[src/hdl/qaar_pkg.sv]
package qaar_pkg;

  localparam int MAX_W_DEF = 1024;
  localparam int MAX_H_DEF = 1024;

  localparam int CFG_W = 12;
  localparam int IDX_W = 3;
  localparam int PIX_W = 8;
  localparam int SZ_W = 11;
  localparam int PT_W = 19;
  localparam int MID_W = 20;
  localparam int CW = 24;
  localparam int EXT_W = 20;
  localparam int RAW_W = 40;
  localparam int ACC_W = 48;
  localparam int HW = 6;
  localparam int WT_W = 11;
  localparam int SUB_SH = 5;
  localparam int DIV_STEPS = 8;
  localparam int DIV_CNT_W = 3;
  localparam int GUARD_LO = -640000;
  localparam int GUARD_PAD = 10000;

  localparam logic [IDX_W-1:0] REG_SRC_WIDTH = 3'd0;
  localparam logic [IDX_W-1:0] REG_SRC_HEIGHT = 3'd1;
  localparam logic [IDX_W-1:0] REG_BG_VALUE = 3'd2;
  localparam logic [IDX_W-1:0] REG_MIN_WIDTH = 3'd3;
  localparam logic [IDX_W-1:0] REG_MIN_HEIGHT = 3'd4;

  typedef enum logic [1:0] {
    OP_LOAD = 2'd0,
    OP_MAP = 2'd1,
    OP_BG = 2'd2,
    OP_NONE = 2'd3
  } op_t;

  typedef enum logic [3:0] {
    ST_IDLE, ST_BOX, ST_WIDEN, ST_EDGE, ST_AREA, ST_WALK, ST_BGMUL, ST_BGADD,
    ST_DIV, ST_DONE
  } state_t;

  typedef enum logic [3:0] {
    CMD_NONE, CMD_LOAD, CMD_CAPTURE, CMD_BOX, CMD_WIDEN, CMD_EDGE, CMD_AREA,
    CMD_WALK, CMD_BGMUL, CMD_BGADD, CMD_DIV, CMD_PUT_Q, CMD_PUT_BG
  } cmd_t;

  typedef struct packed {
    logic skip;
    logic clip_empty;
    logic walk_last;
  } status_t;

  typedef struct packed {
    logic signed [PT_W-1:0] ltx;
    logic signed [PT_W-1:0] lty;
    logic signed [PT_W-1:0] lbx;
    logic signed [PT_W-1:0] lby;
    logic signed [PT_W-1:0] rtx;
    logic signed [PT_W-1:0] rty;
    logic signed [PT_W-1:0] rbx;
    logic signed [PT_W-1:0] rby;
  } quad_t;

endpackage

[src/hdl/qaar_ctrl.sv]
module qaar_ctrl (
  input  logic              clk,
  input  logic              rst,
  input  logic              s_tvalid,
  output logic              s_tready,
  input  qaar_pkg::op_t     op,
  output logic              m_tvalid,
  input  logic              m_tready,
  output qaar_pkg::cmd_t    cmd,
  input  qaar_pkg::status_t status
);
  import qaar_pkg::*;

  state_t state, state_next;
  logic bg_res, bg_res_next;
  logic [DIV_CNT_W-1:0] div_cnt, div_cnt_next;
  logic m_valid, m_valid_next;
  logic put;

  always_ff @(posedge clk) begin
    if (rst) begin
      state <= ST_IDLE;
      bg_res <= 1'b0;
      div_cnt <= '0;
      m_valid <= 1'b0;
    end else begin
      state <= state_next;
      bg_res <= bg_res_next;
      div_cnt <= div_cnt_next;
      m_valid <= m_valid_next;
    end
  end

  always_comb begin
    state_next = state;
    bg_res_next = bg_res;
    div_cnt_next = div_cnt;
    cmd = CMD_NONE;
    s_tready = 1'b0;
    put = 1'b0;
    case (state)
      ST_IDLE: begin
        s_tready = 1'b1;
        if (s_tvalid) begin
          case (op)
            OP_LOAD: cmd = CMD_LOAD;
            OP_MAP: begin
              cmd = CMD_CAPTURE;
              state_next = ST_BOX;
            end
            OP_BG: begin
              bg_res_next = 1'b1;
              state_next = ST_DONE;
            end
            default: ;
          endcase
        end
      end
      ST_BOX: begin
        cmd = CMD_BOX;
        state_next = ST_WIDEN;
      end
      ST_WIDEN: begin
        cmd = CMD_WIDEN;
        state_next = ST_EDGE;
      end
      ST_EDGE: begin
        cmd = CMD_EDGE;
        state_next = ST_AREA;
      end
      ST_AREA: begin
        if (status.skip) begin
          bg_res_next = 1'b1;
          state_next = ST_DONE;
        end else begin
          cmd = CMD_AREA;
          state_next = status.clip_empty ? ST_BGMUL : ST_WALK;
        end
      end
      ST_WALK: begin
        cmd = CMD_WALK;
        if (status.walk_last) state_next = ST_BGMUL;
      end
      ST_BGMUL: begin
        cmd = CMD_BGMUL;
        state_next = ST_BGADD;
      end
      ST_BGADD: begin
        cmd = CMD_BGADD;
        div_cnt_next = '0;
        state_next = ST_DIV;
      end
      ST_DIV: begin
        cmd = CMD_DIV;
        div_cnt_next = div_cnt + 1'b1;
        if (div_cnt == DIV_CNT_W'(DIV_STEPS - 1)) state_next = ST_DONE;
      end
      ST_DONE: begin
        if (!m_valid || m_tready) begin
          cmd = bg_res ? CMD_PUT_BG : CMD_PUT_Q;
          put = 1'b1;
          bg_res_next = 1'b0;
          state_next = ST_IDLE;
        end
      end
      default: state_next = ST_IDLE;
    endcase
    m_valid_next = put | (m_valid & ~m_tready);
  end

  assign m_tvalid = m_valid;

endmodule

[config.mk]
export PLATFORM = sky130hd
export DESIGN_NAME = qaar_ctrl
export DESIGN_NICKNAME = d
export VERILOG_FILES = /design/src/hdl/qaar_pkg.sv /design/src/hdl/qaar_ctrl.sv
export SDC_FILE = /design/constraint.sdc
export NUM_CORES = 1
export LEC_CHECK = 0
export BUFFER_PORTS_ARGS = -buffer_cell sky130_fd_sc_hd__buf_2
export CORE_MARGIN = 5
export CORE_UTILIZATION = 40
export CTS_BUF_LIST = sky130_fd_sc_hd__clkbuf_2 sky130_fd_sc_hd__clkbuf_4 sky130_fd_sc_hd__clkbuf_8
export CTS_CLUSTER_SIZE = 25
export DETAILED_ROUTE_END_ITERATION = 7
export HOLD_SLACK_MARGIN = 0.15
export PLACE_DENSITY_LB_ADDON = 0.15
export SLEW_MARGIN = 20
export SYNTH_ARGS = -nofsm -noshare
export SYNTH_HDL_FRONTEND = slang
export SYNTH_SLANG_ARGS = --single-unit
[constraint.sdc]
create_clock -name clk -period 1.8 [get_ports clk]
set_input_delay 0.18 -clock clk [delete_from_list [all_inputs] [get_ports clk]]
set_output_delay 0.18 -clock clk [all_outputs]
set_load 0.02 [all_outputs]
-- After elaboration in Yosys (flattened, before gate mapping)
Index checks and enable logic that the tools add are counted.
- add/subtract/negate cells: 1
- equal/unequal tests: 19
- multiplexer cells: 23
- bitwise gates (word level): 3
- reduce and logical (&&, ||, !) cells: 8
- operators by type and width (cell ; number):
    case mux 4 bit (10 select lines) ; 2
    2-to-1 mux 4 bit ; 6
    equality test 4 x 3 -> 1 bit (second input constant) ; 4
    inequality test 2 bit (second input constant) ; 5
    AND reduction 5 bit ; 2
    equality test 4 x 2 -> 1 bit (second input constant) ; 2
    equality test 4 bit (second input constant) ; 2
    case mux 4 bit (2 select lines) ; 1
    2-to-1 mux 1 bit ; 7
    2-to-1 mux 3 bit ; 2
    case mux 3 bit (2 select lines) ; 1
    equality test 4 x 1 -> 1 bit (second input constant) ; 1
    logical NOT 4 bit ; 1
    2-to-1 mux 2 bit ; 2
    case mux 2 bit (2 select lines) ; 1
    adder 3 x 1 -> 3 bit (second input constant) ; 1
    equality test 3 bit (second input constant) ; 1
    inequality test 3 x 1 -> 1 bit (second input constant) ; 1
    case mux 1 bit (3 select lines) ; 1
    nonzero test 3 bit ; 1
    equality test 2 x 1 -> 1 bit (second input constant) ; 1
    equality test 2 bit (second input constant) ; 1
    logical NOT 2 bit ; 1
    inequality test 2 x 1 -> 1 bit (second input constant) ; 1
    6 further kinds ; 6
- register bits: 9
- input port bits: 9
- output and inout bits: 6

-- Longest topological paths before layout
Gate-level depths: netlist of the first run.
- depth in word-level cells: 5
- depth in mapped cells: 5
- depth with buffers taken out: 5

-- Worst setup path after synthesis of the first run
Ideal clock, no wire load.
- path kind: register -> output
- from: reg state[1]
- to: out cmd[1]
- arrival: 1.474 ns
- required time: 1.620 ns
- slack: 0.146 ns
- stages on the path, launching flop included: 4
- path buffers: 0
- path through: dfxtp_1 -> or4bb_1 -> nand2b_1 -> o221ai_1
- cells in the longest elaborated chain, start to end: 2
- elaborated cells on any way between the ends: 11
- classes of those cells: eq/ne (9); mux (1); reduce/logical (1)
- RTL lines (item ; line ; source):
    start: declaration ; qaar_ctrl.sv:14 ; state_t state, state_next;
    start signal: assignment ; qaar_ctrl.sv:27 ; state <= state_next;
    equality test 4 bit (tied with other cells) ; qaar_ctrl.sv:41 ; case (state)
    case mux 4 bit (10 select lines) * ; qaar_ctrl.sv:41 ;
    end: declaration ; qaar_ctrl.sv:9 ; output qaar_pkg::cmd_t cmd,
Every way passes the cells marked *; elsewhere a longest branch is shown, timed or not.

-- Worst setup path in the final report of the first run
- from: reg state[3]
- to: out cmd[1]
Same word-level chain as after synthesis.

==> results of run 1 <==
==> flip-flops by register name, indices dropped and copies added (netlist names) <==
name,count
m_tvalid,1
bg_res,1
div_cnt,3
state,4
==> routing by layer <==
metal / routed length, um / track usage / vias to the layer above
met4: 0 / 0.0213 / 0
met3: 129 / 0.0523 / 0
met2: 845 / 0.225 / 23
li1: - / - / 363
met1: 768 / 0.193 / 332
met5: 0 / 0 / -
==> cell type report <==
type                    instances  area share
multi-input cells              67       0.560
flip-flops and latches          9       0.208
repair buffers                 23       0.166
clock buffers                   3      0.0253
well taps                      16      0.0225
inverters                       3      0.0126
clock inverters                 1     0.00562
==> cell families (layout without fill, tap and decap cells) <==
family          Yosys count  after routing  synth area share
compound gates           26             26             0.258
xor+xnor                  1              1            0.0131
fa+ha+maj                 2              2            0.0374
buf+inv                   7             30            0.0430
flops                     9              9             0.269
mux                       3              3            0.0467
simple gates             35             35             0.333
==> power breakdown <==
| part | internal [mW] | leakage (nW) | total, mW | switching, mW |
|---|---|---|---|---|
| sequential | 0.244 | 0.0749 | 0.289 | 0.0452 |
| clock | 0.0822 | 0.0177 | 0.160 | 0.0782 |
| combinational | 0.328 | 0.289 | 0.690 | 0.362 |
==> worst paths after layout <==
| path | start | to | slack [ps] | cells after the start |
|---|---|---|---|---|
| worst max-delay path | state[3] | cmd[1] | -60 | 4 |
| worst max register to register | state[3] | state[0] | 160 | 5 |
| worst min-delay path | rst | m_tvalid | 190 | 2 |
| worst min register to register | div_cnt[1] | div_cnt[1] | 540 | 2 |
==> per-stage QoR <==
| step | cells | instance area [um2] |
|---|---|---|
| 6_report | 122 | 891 |
| 5_1_grt | 122 | 891 |
| 4_1_cts | 122 | 880 |
| 3_5_place_dp | 117 | 802 |
| 3_3_place_gp | 117 | 802 |
| 2_1_floorplan | 83 | 669 |
==> cell usage in the layout (no fill, tap or decap), types with 2 or more instances in the layout <==
cell type / instances
a21oi_1: 8
buf_2: 10
buf_4: 13
clkbuf_4: 3
dfxtp_1: 5
dfxtp_2: 4
ha_1: 2
inv_1: 3
mux2i_1: 2
nand2_1: 6
nand2b_1: 3
nor2_1: 7
nor3_1: 4
o21ai_0: 3
o21ai_1: 2
o22ai_1: 3
==> worst max-delay path: stages, from the launching register on <==
cell and delay (ps):
dfxtp_2 350, or4bb_4 540, nand2b_4 180, o221ai_2 170, buf_4 170
==> timing repair <==
item                       CTS  global route
hold buffers                 0             0
setup endpoints to repair    4             4
setup buffers                1             0
resized for setup           14             3
==> results.md, run 1 <==
* Vias per cell at 5.89
* Synthesized area per cell at 8.06 um2
* Max Cap Viol at 0
* Clock tree buffer depth at 2
* Die H at ~51 um
* Total global routing overflow at 0
* Yosys reg bits at 9
* Syn Std Cell Area at roughly 670 um2
* Post-DP HPWL at 1.35 mm
* CP max FO at 5
* Core Region at 1540 um2
* Post-synthesis cell count at 83
* Status: finished, violations left
* Post-Place Worst Slack at a little under 80 ps
* Final period util at 1.03
* Synth async-reset ratio at 0
* DRT Pass-1 Iters at 4
* Relative slew slack at 0.677
* Setup TNS at -106 ps
* Final hold violations at 0
* WL/cell at 14.3 um
* Setup violators final at 2
* Die X at slightly above 50 um
* Hold Slack at 195 ps
* Failing checks: negative setup slack
* Clk_lat worst skew at 270 ps
* Syn_nets at 94
* Worst EP required at 1620 ps
* Clk pin slew, worst setup/hold paths at 70 ps
* # IOs at 15
* Slew @ Worst Pin at approximately 470 ps
* Starting Density at 0.434
* Fillcell total at roughly 150
* Via count of the routed design at 718
* Fmax at 538 MHz
* Top cell type by total area after synthesis: dfxtp_1
* FP Rows at 14
* Residual DRC at 0
* H-tree depth at 1
* Count leader, synth: dfxtp_1
* Post-synth top cells: 9 x dfxtp_1, 8 x a21oi_1, 7 x nor2_1
* I/O Buffers at 14
* P per Cell Area at around 1300 nW/um2
* Share of the synthesized area in the top cell type at 0.269
* Sequential share of the synthesized area at 0.269
* Leak Pwr at roughly 0.38 nW
* Synth top area cells: dfxtp_1 27%, a21oi_1 6.0%, nor2_1 3.9%
* TritonCTS clock tree: yes
* Worst Clk Skew at about 6.6 ps
* Final core occ at 0.578
* 1st-iter DRT viols at 14
* Tmin final at ~1900 ps
* Pin count of the biggest net entering global routing at 9
* Nets at 118
* Die area at ~2600 um2
* EDFF count, synth at 0
* CTS root buffer: clkbuf_4
* Total Power at 1.14 mW
* Antenna Nets Post-Route at 0
* RSZ-0062 raised after global routing: yes
* Worst vdd ir at around 0.54 mV
* Total Wirelength at roughly 1.7 mm
* Sink Count at 9
* Register area at roughly 190 um2
* Multi-input logic area at roughly 500 um2
* Ys Warns at 0
* Setup slack after layout at -58.6 ps
* Antenna diodes at 0
* Share of cells above drive strength 1 at 0.396
* Dominant synthesized flop cell: dfxtp_1
* Crit start category: flip-flop
* Crit path kind: flip-flop to output pin
* Hold Crit Class: primary input to flip-flop
* Syn-to-layout area delta at 33.1%
* Routability congestion estimate at about 0.82
* Setup crit end kind: output pin
* Initial antenna violation count at 0
* Count of different cell masters after synthesis at 38
* Num CTS Buffers at 3
* CP arrival at between 1500 and 2000 ps
* First-pass GRT wire length at 2.93 mm
* Slew Limit Fails at 0
* GRT Util Overall at 0.144
* Number of global-route vias before repair at between 600 and 700
(Power assumes the default switching activity.)
==> run 2: changes to the inputs <==
- ABC_AREA: default -> 1
==> run 2 against run 1 <==
The run now ends clean; global-route usage barely moved; wire length rose by 1.0%; via count rose by 6.4%; critical path depth rose by 4; register-to-register slack improved by 150 ps; sequential power rose by 13%; sequential cell count did not move; die area fell by 3.0%; synthesized cell count rose by 27%; total power rose by 13%; worst setup slack improved by 150 ps; maximum frequency rose by 8.5%.
==> results.md, run 2 <==
* Sequential share of the synthesized area at 0.280
* Share of the synthesized area in the top cell type at 0.280
* Syn-to-layout area delta at 25.6%
* Dominant synthesized flop cell: dfxtp_1
* Synth top area cells: dfxtp_1 28%, nand2_1 12%, nand3_1 10%
* Number of global-route vias before repair at between 600 and 700
* Antenna Nets Post-Route at 0
* GRT Util Overall at 0.143
* Vias per cell at 5.46
* Slowest stage delay, CP at between 300 and 400 ps
* Ys Warns at 0
* Critical path cell sequence: inv_6, nor2_4, nand2_4, nor2_4, inv_2, or2_1, o211ai_1, buf_4
* Clk_lat worst skew at around 260 ps
* First-pass GRT wire length at about 2.9 mm
* Total global routing overflow at 0
* Total Wirelength at approximately 1.8 mm
* Pin count of the biggest net entering global routing at 7
* Biggest register: state
* Fillcell total at 162
* Most Frequent Cell on Critical Path: nor2_4
* Starting Density at 0.423
* Setup slack after layout at slightly below 90 ps
* Post-DP HPWL at 1.45 mm
* Commonest non-fill, non-tap cell in the layout: nand2_1
* Num CTS Buffers at 3
* DRT Pass-1 Iters at 7
* 1st-iter DRT viols at 25
* Final period util at 0.952
* WL/cell at roughly 13 um
* Die area at approximately 2500 um2
* Max Cap Viol at 0
* Setup crit end kind: output pin
* Status: completed
* Mux cell area share after synthesis at 0
* Post-Place Worst Slack at between 200 and 250 ps
* Placed Instances at 136
* Post-Synth Simple-Gate Area at 0.472
* Most frequent cells in the layout: 21 x nand2_1, 14 x inv_1, 13 x nor2_1, 13 x nand3_1, 12 x buf_2
* CTS root buffer: clkbuf_4
* Share of cells above drive strength 1 at 0.258
* Slew @ Worst Pin at 353 ps
* Worst EP required at approximately 1600 ps
* Cell Area, Placed at approximately 740 um2
* EDFF count, synth at 0
* Setup violators final at 0
* Compound-Gate Fraction of Synth Area at 0.111
* Post-synthesis cell count at roughly 110
* Multi-input logic area at around 420 um2
* Yosys reg bits at 9
* Clk pin slew, worst setup/hold paths at about 60 ps
* Post-synth top cells: 21 x nand2_1, 15 x nor2_1, 14 x inv_1
* Final hold violations at 0
* Sink Count at 9
* Fmax at about 580 MHz
* Final core occ at 0.531
* Top cell type by total area after synthesis: dfxtp_1
* TritonCTS clock tree: yes
* CP max FO at 6
* Fin area at between 800 and 900 um2
* Count leader, synth: nand2_1
* Final non-filler cell total at 140
* Total Power at 1.28 mW
* Synth async-reset ratio at 0
* Worst Clk Skew at 9.01 ps
* Synth Area in Adders at 0.0388
* Syn_nets at about 120
* Synthesized area per cell at 6.14 um2
* Slowest cell on crit path: dfxtp_4
* CTS Hold Bufs at 0
* Worst vdd ir at 0.751 mV
* Clock tree buffer depth at 2
* Post-synthesis xor/xnor area fraction at 0
* Count of different cell masters after synthesis at 18
* Residual DRC at 0
* Setup TNS at 0 ps
* CP arrival at 1530 ps
* Post-CTS setup buffer count at 0
* Crit path kind: flip-flop to output pin
* Nets at 136
* Crit start category: flip-flop
* Slew Limit Fails at 0
* Via count of the routed design at about 760
* Die X at 50.1 um
* FP Rows at 14
* Syn Std Cell Area at around 640 um2
* Routability congestion estimate at ~0.96
* Tmin final at around 1700 ps
* H-tree depth at 1
* Antenna diodes at 0
* Max reg flops at 4
* Register area at between 150 and 200 um2
* Largest family of logic cells by synthesized area: simple AND/OR/NAND/NOR gates
* # IOs at 15
* Leak Pwr at about 0.42 nW
* Biggest regs: state x4, div_cnt x3
* Initial antenna violation count at 0
* Core Region at roughly 1500 um2
* Hold Crit Class: primary input to flip-flop
* P per Cell Area at 1580 nW/um2
* Relative slew slack at 0.764
* RSZ-0062 raised after global routing: yes
* I/O Buffers at 14
* Die H at 50.1 um
* Hold Slack at approximately 170 ps
-- run 2: cell count changes after synthesis, moves of 3 or more --
cell,change
inv_1,+11
nor2_2,+3
nor3_1,-3
nand3_1,+12
nand2b_1,-4
o22ai_1,-3
inv_2,+3
nand2_1,+15
nand4_1,+6
nor2_1,+8
-- run 2: timing repair --
item / CTS / global route
resized for setup: 2 / 11
pin swaps: 0 / 2
endpoints found under the setup margin: 2 / 3
-- run 2: cell families after synthesis --
| logic type | after synthesis |
|---|---|
| AOI/OAI and AO/OA | 13 |
| adders and majority gates | 2 |
| buffers and inverters | 17 |
| DFF | 9 |
| and+or+nand+nor | 64 |
-- run 2: area by class of cell --
class                      instances  share of cell area
multi-input combinational         79               0.519
sequential                         9               0.232
timing repair buffer              15               0.102
inverter                          17              0.0850
clock buffer                       4              0.0371
tap                               16              0.0247
-- run 2: worst paths after layout --
check	from	end	slack [ps]	cells past startpoint
setup / recovery	state[0]	cmd[0]	90	8
hold / removal	rst	div_cnt[1]	170	2
setup reg to reg	div_cnt[0]	state[3]	310	9
hold reg to reg	div_cnt[0]	div_cnt[0]	450	1
-- run 2: per-layer routing --
| metal | GRT usage | part of all wire | up-vias |
|---|---|---|---|
| met3 | 0.0385 | 0.068 | 4 |
| met5 | 0 | 0 | - |
| li1 | - | - | 387 |
| met4 | 0.0524 | 0.012 | 0 |
| met2 | 0.232 | 0.46 | 32 |
| met1 | 0.181 | 0.46 | 341 |
-- run 2: worst max-delay path, delay by kind of cell, from the launching register on --
family / cells / cell delay, ps
simple gates: 4 / 530
flops: 1 / 390
buf+inv: 3 / 270
compound gates: 1 / 90
-- run 2: where the power goes --
part	switching (mW)	internal, mW	total (mW)
logic	0.503	0.282	0.786
clock network	0.0693	0.100	0.170
registers	0.0661	0.262	0.328
==> run 3: changes to the inputs <==
- clock period: 1.8 -> 2.05 ns (I/O delays scaled with it)
==> run 3 against run 2 <==
Die area unchanged; combinational power decreased by 19%; hold slack improved by 30 ps.
==> results.md, run 3 (same netlist as run 2, synthesis figures left out) <==
* Total global routing overflow at 0
* CP max FO at 6
* Tmin final at between 1500 and 2000 ps
* Slew Limit Fails at 0
* Clk pin slew, worst setup/hold paths at approximately 60 ps
* Total Wirelength at between 1.5 and 2 mm
* Leak Pwr at 0.401 nW
* 1st-iter DRT viols at 21
* Crit start category: flip-flop
* Crit path kind: flip-flop to output pin
* FP Rows at 14
* Biggest register: state
* Clock tree buffer depth at 2
* Die area at ~2500 um2
* Reg-to-reg setup timing slack at around 600 ps
* Post-DP HPWL at approximately 1.4 mm
* Status: completed
* DRT Pass-1 Iters at 4
* RSZ-0062 raised after global routing: no
* Nets at around 140
* Setup slack after layout at ~180 ps
* Syn-to-layout area delta at 19.8%
* Die H at approximately 50 um
* H-tree depth at 1
* Residual DRC at 0
* Worst hold path depth at 2
* Slew @ Worst Pin at between 400 and 500 ps
* Num CTS Buffers at 3
* Worst Clk Skew at roughly 3.7 ps
* Fmax at 536 MHz
* # IOs at 15
* Starting Density at 0.423
* Register area at between 150 and 200 um2
* Most frequent cells in the layout: 21 x nand2_1, 15 x nor2_1, 14 x inv_1, 14 x buf_2, 13 x nand3_1
* Final hold violations at 0
* Total Power at about 1.0 mW
* Worst EP required at ~1900 ps
* Max Cap Viol at 0
* Max reg flops at 4
* Post-CTS setup buffer count at 0
* Setup TNS at 0 ps
* GRT Util Overall at 0.141
* TritonCTS clock tree: yes
* Post-Place Worst Slack at approximately 450 ps
* P per Cell Area at approximately 1400 nW/um2
* Worst vdd ir at about 0.66 mV
* Initial antenna violation count at 0
* Slowest cell on crit path: dfxtp_1
* Critical path cell sequence: inv_2, nor2_2, nand2_2, nor2_2, inv_2, or2_1, o211ai_1, buf_2
* First-pass GRT wire length at ~2.8 mm
* Final period util at 0.910
* CTS Hold Bufs at 0
* Via count of the routed design at around 740
* Post_cts resized at 0
* Setup violators final at 0
* Hold Crit Class: primary input to flip-flop
* Slowest stage delay, CP at just over 400 ps
* I/O Buffers at 14
* WL/cell at between 10 and 15 um
* CTS root buffer: clkbuf_4
* Setup crit end kind: output pin
* Biggest regs: state x4, div_cnt x3
* Clk_lat worst skew at 250 ps
* Commonest non-fill, non-tap cell in the layout: nand2_1
* Pin count of the biggest net entering global routing at 7
* Die X at 50.1 um
* Sink Count at 9
* Core Region at 1520 um2
* Relative slew slack at 0.702
* Share of cells above drive strength 1 at 0.226
* Fillcell total at 163
* Number of global-route vias before repair at 678
* Vias per cell at ~5.3
* CP arrival at approximately 1700 ps
* Multi-input logic area at 400 um2
* Routability congestion estimate at approximately 0.96
* Antenna Nets Post-Route at 0
* Antenna diodes at 0
* R2R cell count at 7
[run 3: cell counts in the layout (fill, tap and decap cells not counted)]
Identical to the previous run, type by type.
[run 3: power breakdown]
group          total [mW]  switching [mW]  internal (mW)  leakage, nW
logic               0.638           0.424          0.214        0.309
clock network       0.146          0.0578         0.0880       0.0184
registers           0.265          0.0467          0.218       0.0735
total                1.05           0.529          0.520        0.401
[run 3: cell type report]
cell class	instances	area share
Inverter	17	0.0827
Tap cell	16	0.0259
Timing Repair Buffer	15	0.100
Clock buffer	4	0.0389
Sequential cell	9	0.233
Multi-Input combinational cell	79	0.519
[run 3: path summary, 6_finish.rpt]
path	start	to
worst max-delay path	state[0]	cmd[0]
worst min-delay path	rst	div_cnt[1]
worst max register to register	state[1]	state[3]
worst min register to register	div_cnt[0]	div_cnt[0]
[run 3: routing by layer]
layer	part of all wire	GRT usage	vias up
li1	-	-	389
met1	0.46	0.177	317
met2	0.44	0.224	28
met3	0.087	0.0473	2
met4	0.0078	0.0480	0
met5	0	0	-
[run 3: stage by stage]
stage	hold slack, ps	instance area (um2)	cells	utilization
after floorplan	274	644	105	-
after global placement	455	742	136	0.487
after detailed placement	448	742	136	0.487
after CTS	192	772	140	0.507
after global routing	210	772	140	0.507
final	205	772	140	0.507
[run 3: worst max-delay path, delay by kind of cell, from the launching register on]
family / cells / cell delay [ps]
DFF: 1 / 410
AOI/OAI and AO/OA: 1 / 80
and+or+nand+nor: 4 / 580
buffers and inverters: 3 / 330
